File: src/hdl/eci_pkg.sv
`default_nettype none

package eci_pkg;

   // Default widths of the fixed-point fraction and the position.
   localparam int FRAC_BITS_DEF = 16;
   localparam int POS_BITS_DEF  = 12;

   // Register reset values, truncated to the position width where used.
   localparam int START_RESET = 20;
   localparam int END_RESET   = 900;

   // Register indexes on the APB port.
   localparam logic REG_START = 1'b0;
   localparam logic REG_END   = 1'b1;

   localparam int CSR_ADDR_BITS = 3;
   localparam int CSR_DATA_BITS = 32;

   typedef enum logic [2:0] {
      CMD_LINEAR       = 3'd0,
      CMD_IN_QUAD      = 3'd1,
      CMD_OUT_QUAD     = 3'd2,
      CMD_IN_OUT_QUAD  = 3'd3,
      CMD_IN_CUBIC     = 3'd4,
      CMD_OUT_CUBIC    = 3'd5,
      CMD_IN_OUT_CUBIC = 3'd6,
      CMD_OUT_BOUNCE   = 3'd7
   } cmd_type;

endpackage

`default_nettype wire

File: src/hdl/eci_req_if.sv
`default_nettype none

interface eci_req_if
   import eci_pkg::*;
#(
   parameter int FRAC_BITS = FRAC_BITS_DEF
) ();
   logic                 valid;
   logic                 ready;
   cmd_type              command;
   logic [FRAC_BITS:0]   phase;

   modport source (output valid, command, phase, input ready);
   modport sink (input valid, command, phase, output ready);
endinterface

`default_nettype wire

File: src/hdl/eci_rsp_if.sv
`default_nettype none

interface eci_rsp_if
   import eci_pkg::*;
#(
   parameter int FRAC_BITS = FRAC_BITS_DEF,
   parameter int POS_BITS  = POS_BITS_DEF
) ();
   logic                  valid;
   logic                  ready;
   logic [FRAC_BITS:0]    eased;
   logic [POS_BITS-1:0]   position;

   modport source (output valid, eased, position, input ready);
   modport sink (input valid, eased, position, output ready);
endinterface

`default_nettype wire

File: src/hdl/easing_curve_interpolator.sv
// Easing curve interpolator.
// The request channel carries a curve command and a progress phase in
// unsigned Q1.FRAC_BITS; phases above one are taken as one. The response
// channel returns the eased progress, rounded and clamped to [0, 1], and the
// position interpolated between the start and end registers.
// Both channels use a valid/ready handshake; a word moves when both are high.
// The start and end positions are written over the APB port at byte
// addresses 0 and 4 and should only change while no word is in flight.
// A new request is taken every cycle unless the receiver holds the output
// word. The pipeline stages are set by the three multipliers (the square,
// the cubic product and the position product), each with a register before
// and after it. Reset empties the pipeline and loads the start and end
// positions with 20 and 900. When the receiver holds ready low with a
// response pending, the whole pipeline freezes and request ready drops in
// the same cycle; nothing is lost or duplicated.
`default_nettype none

module easing_curve_interpolator
   import eci_pkg::*;
#(
   parameter int FRAC_BITS = FRAC_BITS_DEF,
   parameter int POS_BITS  = POS_BITS_DEF
) (
   input  wire logic                      clock,
   input  wire logic                      reset,
   eci_req_if.sink                        req_chan,
   eci_rsp_if.source                      rsp_chan,
   input  wire logic                      psel,
   input  wire logic                      penable,
   input  wire logic                      pwrite,
   input  wire logic [CSR_ADDR_BITS-1:0]  paddr,
   input  wire logic [CSR_DATA_BITS-1:0]  pwdata,
   output logic      [CSR_DATA_BITS-1:0]  prdata,
   output logic                           pready
);

   localparam int W1  = FRAC_BITS + 1;
   localparam int OPW = FRAC_BITS + 2;
   localparam int PW  = 2 * OPW;
   localparam int RW  = PW + 2;
   localparam int SW  = FRAC_BITS + 6;
   localparam int MW  = 2 * W1 + 1;
   localparam int QW  = POS_BITS + FRAC_BITS + 3;

   localparam logic [W1-1:0] ONE_T  = W1'(1) << FRAC_BITS;
   localparam logic [W1-1:0] HALF_T = W1'(1) << (FRAC_BITS - 1);

   localparam logic [SW-1:0] S4  = SW'(4) << FRAC_BITS;
   localparam logic [SW-1:0] S6  = SW'(6) << FRAC_BITS;
   localparam logic [SW-1:0] S8  = SW'(8) << FRAC_BITS;
   localparam logic [SW-1:0] S9  = SW'(9) << FRAC_BITS;
   localparam logic [SW-1:0] S10 = SW'(10) << FRAC_BITS;
   localparam logic [SW-1:0] S21 = SW'(21) << FRAC_BITS;

   localparam logic [W1:0] B_FIRST  = (W1 + 1)'(3) << (FRAC_BITS - 2);
   localparam logic [W1:0] B_SECOND = (W1 + 1)'(15) << (FRAC_BITS - 4);
   localparam logic [W1:0] B_THIRD  = (W1 + 1)'(63) << (FRAC_BITS - 6);

   typedef enum logic [1:0] {
      PIECE_RISE,
      PIECE_FIRST,
      PIECE_SECOND,
      PIECE_THIRD
   } piece_type;

   // ---------------------------------------------------------------------
   // Configuration registers.
   // ---------------------------------------------------------------------
   logic [POS_BITS-1:0] start_ff;
   logic [POS_BITS-1:0] end_ff;
   logic                csr_wr;
   logic                csr_idx;

   assign pready  = 1'b1;
   assign csr_wr  = psel && penable && pwrite;
   assign csr_idx = paddr[2];

   always_ff @(posedge clock) begin
      if (reset) begin
         start_ff <= POS_BITS'(START_RESET);
         end_ff   <= POS_BITS'(END_RESET);
      end else if (csr_wr) begin
         unique case (csr_idx)
            REG_START: start_ff <= pwdata[POS_BITS-1:0];
            REG_END:   end_ff   <= pwdata[POS_BITS-1:0];
            default:   ;
         endcase
      end
   end

   always_comb begin
      unique case (csr_idx)
         REG_START: prdata = CSR_DATA_BITS'(start_ff);
         REG_END:   prdata = CSR_DATA_BITS'(end_ff);
         default:   prdata = '0;
      endcase
   end

   // ---------------------------------------------------------------------
   // Pipeline control: every stage moves together unless the output word
   // is held by the receiver.
   // ---------------------------------------------------------------------
   logic adv;
   logic v1_ff, v2_ff, v3_ff, v4_ff, v5_ff, v6_ff, v7_ff, vo_ff;

   assign adv            = !vo_ff || rsp_chan.ready;
   assign req_chan.ready = adv && !reset;

   always_ff @(posedge clock) begin
      if (reset) begin
         v1_ff <= 1'b0;
         v2_ff <= 1'b0;
         v3_ff <= 1'b0;
         v4_ff <= 1'b0;
         v5_ff <= 1'b0;
         v6_ff <= 1'b0;
         v7_ff <= 1'b0;
         vo_ff <= 1'b0;
      end else if (adv) begin
         v1_ff <= req_chan.valid;
         v2_ff <= v1_ff;
         v3_ff <= v2_ff;
         v4_ff <= v3_ff;
         v5_ff <= v4_ff;
         v6_ff <= v5_ff;
         v7_ff <= v6_ff;
         vo_ff <= v7_ff;
      end
   end

   // ---------------------------------------------------------------------
   // Stage 1: input register, phase saturated to one.
   // ---------------------------------------------------------------------
   cmd_type         cmd1_ff;
   logic [W1-1:0]   t1_ff;
   logic [W1-1:0]   t1_in;

   assign t1_in = (req_chan.phase > ONE_T) ? ONE_T : req_chan.phase;

   always_ff @(posedge clock) begin
      if (adv) begin
         cmd1_ff <= req_chan.command;
         t1_ff   <= t1_in;
      end
   end

   // ---------------------------------------------------------------------
   // Stage 1 -> 2: pick the value to be squared and the cubic factor.
   // Every curve squares one operand; out-bounce works on s = 11 t split
   // into four parabolic pieces.
   // ---------------------------------------------------------------------
   logic [W1-1:0]  u1;
   logic           lo1;
   logic [SW-1:0]  s_ext;
   logic [SW-1:0]  s11;
   logic [SW-1:0]  s22;
   logic [SW-1:0]  d_bounce;
   piece_type      pc2_in;
   logic [OPW-1:0] op2_in;
   logic [W1-1:0]  y2_in;

   assign u1    = ONE_T - t1_ff;
   assign lo1   = t1_ff < HALF_T;
   assign s_ext = SW'(t1_ff);
   assign s11   = (s_ext << 3) + (s_ext << 1) + s_ext;
   assign s22   = s11 << 1;

   always_comb begin
      if (s11 < S4) begin
         pc2_in   = PIECE_RISE;
         d_bounce = s11;
      end else if (s11 < S8) begin
         pc2_in   = PIECE_FIRST;
         d_bounce = (s11 >= S6) ? s11 - S6 : S6 - s11;
      end else if (s11 < S10) begin
         pc2_in   = PIECE_SECOND;
         d_bounce = (s11 >= S9) ? s11 - S9 : S9 - s11;
      end else begin
         pc2_in   = PIECE_THIRD;
         d_bounce = (s22 >= S21) ? s22 - S21 : S21 - s22;
      end
   end

   always_comb begin
      unique case (cmd1_ff)
         CMD_LINEAR:       op2_in = OPW'(t1_ff);
         CMD_IN_QUAD:      op2_in = OPW'(t1_ff);
         CMD_OUT_QUAD:     op2_in = OPW'(u1);
         CMD_IN_OUT_QUAD:  op2_in = lo1 ? OPW'(t1_ff) : OPW'(u1);
         CMD_IN_CUBIC:     op2_in = OPW'(t1_ff);
         CMD_OUT_CUBIC:    op2_in = OPW'(u1);
         CMD_IN_OUT_CUBIC: op2_in = lo1 ? (OPW'(t1_ff) << 1) : (OPW'(u1) << 1);
         CMD_OUT_BOUNCE:   op2_in = d_bounce[OPW-1:0];
         default:          op2_in = '0;
      endcase
   end

   always_comb begin
      unique case (cmd1_ff)
         CMD_OUT_CUBIC:    y2_in = u1;
         CMD_IN_OUT_CUBIC: y2_in = lo1 ? t1_ff : u1;
         default:          y2_in = t1_ff;
      endcase
   end

   cmd_type        cmd2_ff;
   logic [W1-1:0]  t2_ff;
   logic           lo2_ff;
   piece_type      pc2_ff;
   logic [OPW-1:0] op2_ff;
   logic [W1-1:0]  y2_2_ff;

   always_ff @(posedge clock) begin
      if (adv) begin
         cmd2_ff <= cmd1_ff;
         t2_ff   <= t1_ff;
         lo2_ff  <= lo1;
         pc2_ff  <= pc2_in;
         op2_ff  <= op2_in;
         y2_2_ff <= y2_in;
      end
   end

   // ---------------------------------------------------------------------
   // Stage 2 -> 3: the square.
   // ---------------------------------------------------------------------
   cmd_type        cmd3_ff;
   logic [W1-1:0]  t3_ff;
   logic           lo3_ff;
   piece_type      pc3_ff;
   logic [W1-1:0]  y2_3_ff;
   logic [PW-1:0]  prod3_ff;
   logic [PW-1:0]  prod3_in;

   assign prod3_in = op2_ff * op2_ff;

   always_ff @(posedge clock) begin
      if (adv) begin
         cmd3_ff  <= cmd2_ff;
         t3_ff    <= t2_ff;
         lo3_ff   <= lo2_ff;
         pc3_ff   <= pc2_ff;
         y2_3_ff  <= y2_2_ff;
         prod3_ff <= prod3_in;
      end
   end

   // ---------------------------------------------------------------------
   // Stage 3 -> 4: round the square back to Q1.F. In-out-quad doubles it
   // first; out-bounce divides by 16 (or 64 on its last piece) as well.
   // ---------------------------------------------------------------------
   logic [RW-1:0] sq_base;
   logic [RW-1:0] sq_sum;
   logic [W1-1:0] r4_in;

   always_comb begin
      sq_base = (cmd3_ff == CMD_IN_OUT_QUAD) ? (RW'(prod3_ff) << 1) : RW'(prod3_ff);
      if (cmd3_ff == CMD_OUT_BOUNCE && pc3_ff == PIECE_THIRD) begin
         sq_sum = sq_base + (RW'(1) << (FRAC_BITS + 5));
         r4_in  = W1'(sq_sum >> (FRAC_BITS + 6));
      end else if (cmd3_ff == CMD_OUT_BOUNCE) begin
         sq_sum = sq_base + (RW'(1) << (FRAC_BITS + 3));
         r4_in  = W1'(sq_sum >> (FRAC_BITS + 4));
      end else begin
         sq_sum = sq_base + RW'(HALF_T);
         r4_in  = W1'(sq_sum >> FRAC_BITS);
      end
   end

   cmd_type        cmd4_ff;
   logic [W1-1:0]  t4_ff;
   logic           lo4_ff;
   piece_type      pc4_ff;
   logic [W1-1:0]  y2_4_ff;
   logic [W1-1:0]  r4_ff;

   always_ff @(posedge clock) begin
      if (adv) begin
         cmd4_ff <= cmd3_ff;
         t4_ff   <= t3_ff;
         lo4_ff  <= lo3_ff;
         pc4_ff  <= pc3_ff;
         y2_4_ff <= y2_3_ff;
         r4_ff   <= r4_in;
      end
   end

   // ---------------------------------------------------------------------
   // Stage 4 -> 5: the cubic product.
   // ---------------------------------------------------------------------
   cmd_type          cmd5_ff;
   logic [W1-1:0]    t5_ff;
   logic             lo5_ff;
   piece_type        pc5_ff;
   logic [W1-1:0]    r5_ff;
   logic [2*W1-1:0]  prod5_ff;
   logic [2*W1-1:0]  prod5_in;

   assign prod5_in = r4_ff * y2_4_ff;

   always_ff @(posedge clock) begin
      if (adv) begin
         cmd5_ff  <= cmd4_ff;
         t5_ff    <= t4_ff;
         lo5_ff   <= lo4_ff;
         pc5_ff   <= pc4_ff;
         r5_ff    <= r4_ff;
         prod5_ff <= prod5_in;
      end
   end

   // ---------------------------------------------------------------------
   // Stage 5 -> 6: finish the curve and clamp to one.
   // ---------------------------------------------------------------------
   logic [MW-1:0] m2_sum;
   logic [W1-1:0] m2;
   logic [W1:0]   b_off;
   logic [W1:0]   e_wide;
   logic [W1-1:0] e6_in;

   assign m2_sum = MW'(prod5_ff) + MW'(HALF_T);
   assign m2     = W1'(m2_sum >> FRAC_BITS);

   always_comb begin
      unique case (pc5_ff)
         PIECE_RISE:   b_off = '0;
         PIECE_FIRST:  b_off = B_FIRST;
         PIECE_SECOND: b_off = B_SECOND;
         PIECE_THIRD:  b_off = B_THIRD;
         default:      b_off = '0;
      endcase
   end

   always_comb begin
      unique case (cmd5_ff)
         CMD_LINEAR:       e_wide = (W1 + 1)'(t5_ff);
         CMD_IN_QUAD:      e_wide = (W1 + 1)'(r5_ff);
         CMD_OUT_QUAD:     e_wide = (W1 + 1)'(ONE_T - r5_ff);
         CMD_IN_OUT_QUAD:  e_wide = lo5_ff ? (W1 + 1)'(r5_ff) : (W1 + 1)'(ONE_T - r5_ff);
         CMD_IN_CUBIC:     e_wide = (W1 + 1)'(m2);
         CMD_OUT_CUBIC:    e_wide = (W1 + 1)'(ONE_T - m2);
         CMD_IN_OUT_CUBIC: e_wide = lo5_ff ? (W1 + 1)'(m2) : (W1 + 1)'(ONE_T - m2);
         CMD_OUT_BOUNCE:   e_wide = (W1 + 1)'(r5_ff) + b_off;
         default:          e_wide = '0;
      endcase
      e6_in = (e_wide > (W1 + 1)'(ONE_T)) ? ONE_T : e_wide[W1-1:0];
   end

   logic [W1-1:0] e6_ff;

   always_ff @(posedge clock) begin
      if (adv) begin
         e6_ff <= e6_in;
      end
   end

   // ---------------------------------------------------------------------
   // Stage 6 -> 7: position product (end - start)*e; start*ONE is added next.
   // ---------------------------------------------------------------------
   logic signed [POS_BITS:0] delta;
   logic signed [W1:0]       e_s;
   logic signed [QW-1:0]     q7_in;
   logic signed [QW-1:0]     q7_ff;
   logic [W1-1:0]            e7_ff;

   assign delta = signed'({1'b0, end_ff}) - signed'({1'b0, start_ff});
   assign e_s   = signed'({1'b0, e6_ff});
   assign q7_in = delta * e_s;

   always_ff @(posedge clock) begin
      if (adv) begin
         e7_ff <= e6_ff;
         q7_ff <= q7_in;
      end
   end

   // ---------------------------------------------------------------------
   // Stage 7 -> output: round the position.
   // ---------------------------------------------------------------------
   logic signed [QW-1:0]  pos_sum;
   logic [POS_BITS-1:0]   pos_in;
   logic [W1-1:0]         eased_ff;
   logic [POS_BITS-1:0]   position_ff;

   assign pos_sum = signed'(QW'(start_ff) << FRAC_BITS) + q7_ff + signed'(QW'(HALF_T));
   assign pos_in  = pos_sum[FRAC_BITS+POS_BITS-1:FRAC_BITS];

   always_ff @(posedge clock) begin
      if (adv) begin
         eased_ff    <= e7_ff;
         position_ff <= pos_in;
      end
   end

   assign rsp_chan.valid    = vo_ff;
   assign rsp_chan.eased    = eased_ff;
   assign rsp_chan.position = position_ff;

`ifndef ASSERT_OFF
   a_eased_clamped: assert property (@(posedge clock) disable iff (reset)
      rsp_chan.valid |-> (rsp_chan.eased <= ONE_T))
      else $error("eased value above one");

   a_stall_blocks_input: assert property (@(posedge clock) disable iff (reset)
      (rsp_chan.valid && !rsp_chan.ready) |-> !req_chan.ready)
      else $error("request taken while the response word is stalled");

   a_reset_empties: assert property (@(posedge clock)
      reset |=> !rsp_chan.valid)
      else $error("response valid right after reset");
`endif

endmodule

`default_nettype wire

File: src/flat_wrapper.sv
// flat-port wrapper written by rule: the top's interface ports become plain ports
module easing_curve_interpolator_flat import eci_pkg::*;
#(
   parameter int FRAC_BITS = FRAC_BITS_DEF,
   parameter int POS_BITS  = POS_BITS_DEF
)
  (clock, reset, psel, penable, pwrite, paddr, pwdata, prdata, pready, req_chan_valid, req_chan_command, req_chan_phase, req_chan_ready, rsp_chan_valid, rsp_chan_eased, rsp_chan_position, rsp_chan_ready);
  eci_req_if #(.FRAC_BITS(FRAC_BITS)) req_chan_i ();
  eci_rsp_if #(.FRAC_BITS(FRAC_BITS), .POS_BITS(POS_BITS)) rsp_chan_i ();
  input  wire logic clock;
  input  wire logic reset;
  input  wire logic psel;
  input  wire logic penable;
  input  wire logic pwrite;
  input  wire logic [CSR_ADDR_BITS-1:0] paddr;
  input  wire logic [CSR_DATA_BITS-1:0] pwdata;
  output logic      [CSR_DATA_BITS-1:0] prdata;
  output logic pready;
  input wire logic [$bits(req_chan_i.valid)-1:0] req_chan_valid;
  input wire logic [$bits(req_chan_i.command)-1:0] req_chan_command;
  input wire logic [$bits(req_chan_i.phase)-1:0] req_chan_phase;
  output wire logic [$bits(req_chan_i.ready)-1:0] req_chan_ready;
  output wire logic [$bits(rsp_chan_i.valid)-1:0] rsp_chan_valid;
  output wire logic [$bits(rsp_chan_i.eased)-1:0] rsp_chan_eased;
  output wire logic [$bits(rsp_chan_i.position)-1:0] rsp_chan_position;
  input wire logic [$bits(rsp_chan_i.ready)-1:0] rsp_chan_ready;
  assign req_chan_i.valid = req_chan_valid;
  assign req_chan_i.command = req_chan_command;
  assign req_chan_i.phase = req_chan_phase;
  assign req_chan_ready = req_chan_i.ready;
  assign rsp_chan_valid = rsp_chan_i.valid;
  assign rsp_chan_eased = rsp_chan_i.eased;
  assign rsp_chan_position = rsp_chan_i.position;
  assign rsp_chan_i.ready = rsp_chan_ready;
  easing_curve_interpolator #(.FRAC_BITS(FRAC_BITS), .POS_BITS(POS_BITS)) u_core (.clock(clock), .reset(reset), .req_chan(req_chan_i), .rsp_chan(rsp_chan_i), .psel(psel), .penable(penable), .pwrite(pwrite), .paddr(paddr), .pwdata(pwdata), .prdata(prdata), .pready(pready));
endmodule
File: config.mk
export PLATFORM = sky130hd
export DESIGN_NAME = easing_curve_interpolator_flat
export DESIGN_NICKNAME = d
export VERILOG_FILES = /design/src/hdl/eci_pkg.sv /design/src/hdl/eci_req_if.sv /design/src/hdl/eci_rsp_if.sv /design/src/hdl/easing_curve_interpolator.sv /design/src/flat_wrapper.sv
export SDC_FILE = /design/constraint.sdc
export NUM_CORES = 2
export LEC_CHECK = 0
export BUFFER_PORTS_ARGS = -buffer_cell sky130_fd_sc_hd__buf_2
export CORE_MARGIN = 2
export CORE_UTILIZATION = 59
export DETAILED_ROUTE_END_ITERATION = 10
export PLACE_DENSITY = 0.79
export SLEW_MARGIN = 20
export SYNTH_ARGS = -nofsm -noshare
export SYNTH_HDL_FRONTEND = slang
export SYNTH_SLANG_ARGS = --single-unit
File: constraint.sdc
create_clock -name clock -period 12.4 [get_ports clock]
set_input_delay 3.72 -clock clock [delete_from_list [all_inputs] [get_ports clock]]
set_output_delay 3.72 -clock clock [all_outputs]
set_load 0.1 [all_outputs]
======== Yosys cells after proc, flatten, opt, wreduce, memory -nomap -nowiden ========
Index checks and enable logic that the tools add are counted.
W data, S select, Z words.
word-level totals
  flip-flop bits (word level) ............. 407
  bits of input ports ..................... 62
  output and inout port bits .............. 64
  logic and storage cells ................. 131
cells by class
  $add $sub $neg .......................... 19
  multipliers ............................. 3
  magnitude comparators ................... 9
  equality and inequality tests ........... 20
  muxes and demuxes ....................... 21
  bitwise logic cells ..................... 1
  reduce and logical (&&, ||, !) cells .... 15
operators with widths
  operator                  count
  $mux W18                  9
  $pmux W18 S8              1
  $pmux W18 S5              1
  $pmux W18 S4              1
  $add A33 B16 Y33 const B  2
  $pmux W32 S2              1
  $mux W17                  3
  $lt A22 B20 Y1 const B    2
  $add A37 B22 Y38 const B  1
  $add A37 B20 Y37 const B  1
  $mux W37                  1
  $mul A18 B18 Y36          1
  $sub A17 B17 Y18 const A  2
  $sub A17 B18 Y18 const A  2
  $sub A18 B17 Y18 const B  2
  $pmux W17 S2              1
  $mul A17 B17 Y33          1
  $add A28 B17 Y28 const B  1
  $add A28 B28 Y28          1
  $mul A13 B18 Y28          1
  $eq A3 B3 Y1 const B      9
  $add A21 B17 Y22          1
  $ge A22 B19 Y1 const B    1
  $ge A22 B20 Y1 const B    1
  other kinds (26)          41

======== Longest topological paths before layout ========
  depth in word-level cells ............... 8
  gate-level depth with buffers ........... 33
  mapped depth without buffers ............ 32

======== Worst setup path after synthesis ========
Ideal clock, no wire load.
  path kind ............................... input -> register
  start point ............................. input port rsp_chan_ready
  end point ............................... register u_core.cmd1_ff[0] (enable)
  library setup time ...................... 2,753 ps
  arrival time ............................ 10,239 ps
  required time ........................... 9,647 ps
  path slack .............................. -592 ps
  stages .................................. 3
  buffers on the path ..................... 1
  cell sequence ........................... nor2b_1 -> clkbuf_1 -> clkinv_1
on the way
  cells in the longest elaborated chain, start to end .. 1
RTL lines
  element                 RTL line                          source
  start: declaration      flat_wrapper.sv:26                input wire logic [$bits(rsp_chan_i.ready)-1:0] rsp_chan_ready;
  $logic_or A1 B1 Y1      easing_curve_interpolator.sv:106  assign adv = !vo_ff || rsp_chan.ready;
  end signal: assignment  easing_curve_interpolator.sv:142  cmd1_ff <= req_chan.command;
  end: declaration        easing_curve_interpolator.sv:134  cmd_type cmd1_ff;
No other way between the ends.
A chain may end at the register's enable or synchronous reset.

======== Worst setup path in the final report ========
  start point ............................. input port rsp_chan_ready
  end point ............................... output port req_chan_ready
on the way
  cells in the longest elaborated chain, start to end .. 2
RTL lines
  element              RTL line                          source
  $logic_or A1 B1 Y1   easing_curve_interpolator.sv:106
  $logic_and A1 B1 Y1  easing_curve_interpolator.sv:107  assign req_chan.ready = adv && !reset;
  end: declaration     flat_wrapper.sv:22                output wire logic [$bits(req_chan_i.ready)-1:0] req_chan_ready;
No other way between the ends.

==> results.md <==
GRT:
- The leftover overflow at the end of global routing is 0.
- The initial antenna violation count was 1.
- The first global-routing pass estimated 172.5 mm of wire.
- Entering global routing, the biggest net connects just under 200 pins.
- For this run, the total global-route usage over all layers was measured as 27.82%.
- The number of global-route vias before repair is between 30000 and 40000.

Cells and area:
- Counting the fill cells in the layout gives between 5000 and 6000.
- Relative to the synthesized area, the layout overhead comes to 5.482%.
- 0 antenna diodes ended up in the layout.
- The register with the most flip-flops in the layout has 22 of them.
- After the last flow step, the layout net total stands at around 5600.
- At the end of the flow the core is filled with cells to between 60 and 70%.
- The largest registers in the layout are u_core.prod3_ff (22), u_core.op2_ff (18), u_core.prod5_ff (18).
- Cells with a size suffix above 1 make up 5.117% of the layout.
- u_core.prod3_ff holds more flip-flops than any other register.
- The post-route cell area is roughly 0.047 mm².

Logic synthesis:
- Ranked by total cell area, the synthesized netlist is headed by fa_1 28%, edfxtp_1 22%, ha_1 10%.
- The flip-flop and latch count after synthesis is 363.
- The cell type contributing the most total cell area after synthesis is fa_1.
- The cell count after synthesis came out at 4642.
- Sequential elements use 23.81% of the synthesized area.
- The average size of a mapped cell is 9.573 µm².
- After synthesis, the largest area contributor takes up between 20% and 30% of total cell area.
- For this run, the leading register cell type out of synthesis is edfxtp_1.
- The number of distinct library cell variants in the gate-level netlist after synthesis is 84.
- After synthesis the cells add up to between 0.04 and 0.05 mm².
- The share of synthesized registers carrying an async set or reset is 0%.
- The number of enable flip-flop cells after synthesis is between 300 and 400.
- The count of yosys warnings during synthesis is 0.

Clock tree:
- The number of setup buffers added after CTS is 0.
- After clock tree synthesis, the clock-pin slew on the worst setup and hold paths is around 0.060 ns.
- The clock root buffer master is clkbuf_16.
- Buffers inserted to repair hold after CTS numbered 0.
- The clock tree from TritonCTS is yes.
- The H-tree generated during clock tree synthesis spans 2 levels.
- The number of gates resized after CTS is 0.
- The clock insertion delay at the later pin of the skew report is 0.58 ns.
- The number of buffers added by the clock tree synthesis step is 41.
- The number of clock sinks is 363.
- The number of buffers between clock root and the deepest sink is 3.

Detailed routing:
- The per-cell via count in the routed design is 5.863.
- The routed length per placed instance is between 15 and 20 µm.
- The vias after detailed routing is between 30000 and 40000.
- The first detailed-routing pass ran for 7 iterations.
- The post-detailed-routing wire length is between 100 and 150 mm.
- The count of antenna-violating nets left after detailed routing is 0.
- The initial detailed-routing violation count is 2969.
- The post-route DRC violation count is 0.

Timing:
- Summed over all failing endpoints, the final setup total negative slack is 0 ns.
- Setup violations remaining at the end of the flow were counted as 0.
- Setup repair after global routing left no endpoint under its margin.
- Across all hold checks on the routed design, the worst slack comes to 0.4122 ns.
- The maximum frequency from static timing analysis is about 110 MHz.
- The actual transition at the worst max-transition pin is 1.124 ns.
- The final count of hold timing violations is 0.
- The final critical path time including I/O delays and setup is 8.707 ns.
- The worst path uses 70.22% of the clock period.
- Clock skew on the completed layout was measured at approximately 0.022 ns.
- Headroom to the max-slew limit came out at between 20% and 30%.
- The final count of pins violating max slew came to 0.

Placement:
- The half-perimeter wire length after detailed placement is around 81 mm.
- The final estimated routing congestion in global placement is 0.9581.
- Port buffering added between 80 and 90 buffers.
- The standard cell area after detailed placement is around 0.046 mm².

Setup path:
- The required time of the critical path is 8.68 ns.
- The startpoint type of the worst setup path is a primary input.
- The worst setup path is of the in -> out kind.
- Walking the worst path, the cells encountered are buf_2, nor2b_1, nor2_1, buf_2.
- The highest cell delay on the worst timing path is 0.77 ns.
- The maximum fanout along the worst path is 10.
- On the critical path the largest part of the delay comes from simple AND/OR/NAND/NOR gates.
- The worst path arrival time is 4.99 ns.
- The slowest stage of the critical path belongs to the cell nor2b_1.
- The kind of end point of the critical path is a primary output.
- The dominant cell type by count on the critical path is buf_2.
- The number of buffer and inverter instances along the worst setup path is 2.

Flow run:
- The max-capacitance violation count is 0.

Floorplanning:
- During I/O placement, the number of pins put on the boundary was 126.
- The floorplan core area is 0.07445 mm².
- From left edge to right edge, the die measures 278.4 µm.
- The initial core utilization is 59.69%.
- The row count is 100.
- The total die area is 0.07753 mm².
- Measured along the y axis, the die boundary spans 278.4 µm.

Outcome:
- The flow ran to the end, and the final reports show no timing, DRC or antenna violations.

Hold path:
- The path type of the worst min-delay path is reg -> reg.
==> synthesized netlist by cell type (20+ instances only) <==
cell type and instances:
edfxtp_1 331, nand2b_1 37, o21a_1 30, nand4_1 24
xor2_1 65, nand2_1 631, clkbuf_1 184, a21o_1 40
xnor2_1 136, buf_4 21, a211oi_1 20, inv_1 728
o211ai_1 20, mux2i_1 27, ha_1 356, fa_1 618
o21ai_0 140, a21oi_1 195, nor3_1 70, nor2b_1 69
nand3_1 69, a31oi_1 24, and3_1 32, dfxtp_1 32
or3_1 33, and2_1 234, nor2_1 181
==> through the flow <==
step / std cells / worst slack [ns]
floorplan: 4661 / 2.463
global placement: 5529 / 3.663
detailed placement: 5529 / 3.676
CTS: 5601 / 3.678
global route: 5601 / 3.253
finish: 5601 / 3.693
==> cell families after synthesis <==
group	share of synthesized area, %
simple gates	16.05
fa+ha+maj	37.89
buf+inv	8.337
compound gates	9.204
flops	23.81
xor+xnor	3.962
mux	0.7349
other cells	0.01690
==> cell type report <==
| class | count | area (µm²) | area share [%] |
|---|---|---|---|
| multi-input cells | 3337 | 30230 | 64.50 |
| flip-flops and latches | 363 | 10580 | 22.57 |
| inverters | 730 | 2753 | 5.872 |
| well taps | 969 | 1212 | 2.587 |
| clock buffers | 49 | 1097 | 2.341 |
| repair buffers | 130 | 770.7 | 1.644 |
| clock inverters | 23 | 229.0 | 0.4885 |
==> path summary, 6_finish.rpt <==
path	startpoint	endpoint	slack [ns]	cells past startpoint
min reg2reg	u_core.y2_3_ff[9]	u_core.y2_4_ff[9]	0.41	0
min	u_core.y2_3_ff[9]	u_core.y2_4_ff[9]	0.41	0
max	rsp_chan_ready	req_chan_ready	3.69	4
max reg2reg	u_core.start_ff[0]	u_core.q7_ff[27]	3.85	30
==> layer usage <==
layer | GRT usage, % | wire length, µm | share of wire (%) | vias up
met3 | 3.282 | 7118 | 6.8 | 297
met4 | 13.57 | 5214 | 5.0 | 2
li1 | - | - | - | 15030
met2 | 47.99 | 51870 | 49 | 1313
met5 | 0 | 14 | 0.013 | -
met1 | 34.89 | 40830 | 39 | 16200
==> placed cells by master, fill, tap and decap left out, types with 21 or more instances in the layout <==
master,count
or3_1,33
nand2_1,631
and2_1,234
buf_4,48
o21ai_0,140
edfxtp_1,331
nor2_1,181
a31oi_1,24
fa_1,618
nand4_1,24
xor2_1,65
nand3_1,69
and3_1,32
mux2i_1,27
ha_1,356
nor3_1,70
nand2b_1,37
dfxtp_1,32
buf_2,82
conb_1,21
a21oi_1,195
xnor2_1,135
a21o_1,40
clkbuf_16,42
o21a_1,30
nor2b_1,69
inv_1,728
Power is not shown: default switching activity piles up to over one toggle a cycle in this logic, so the estimate is an artifact.
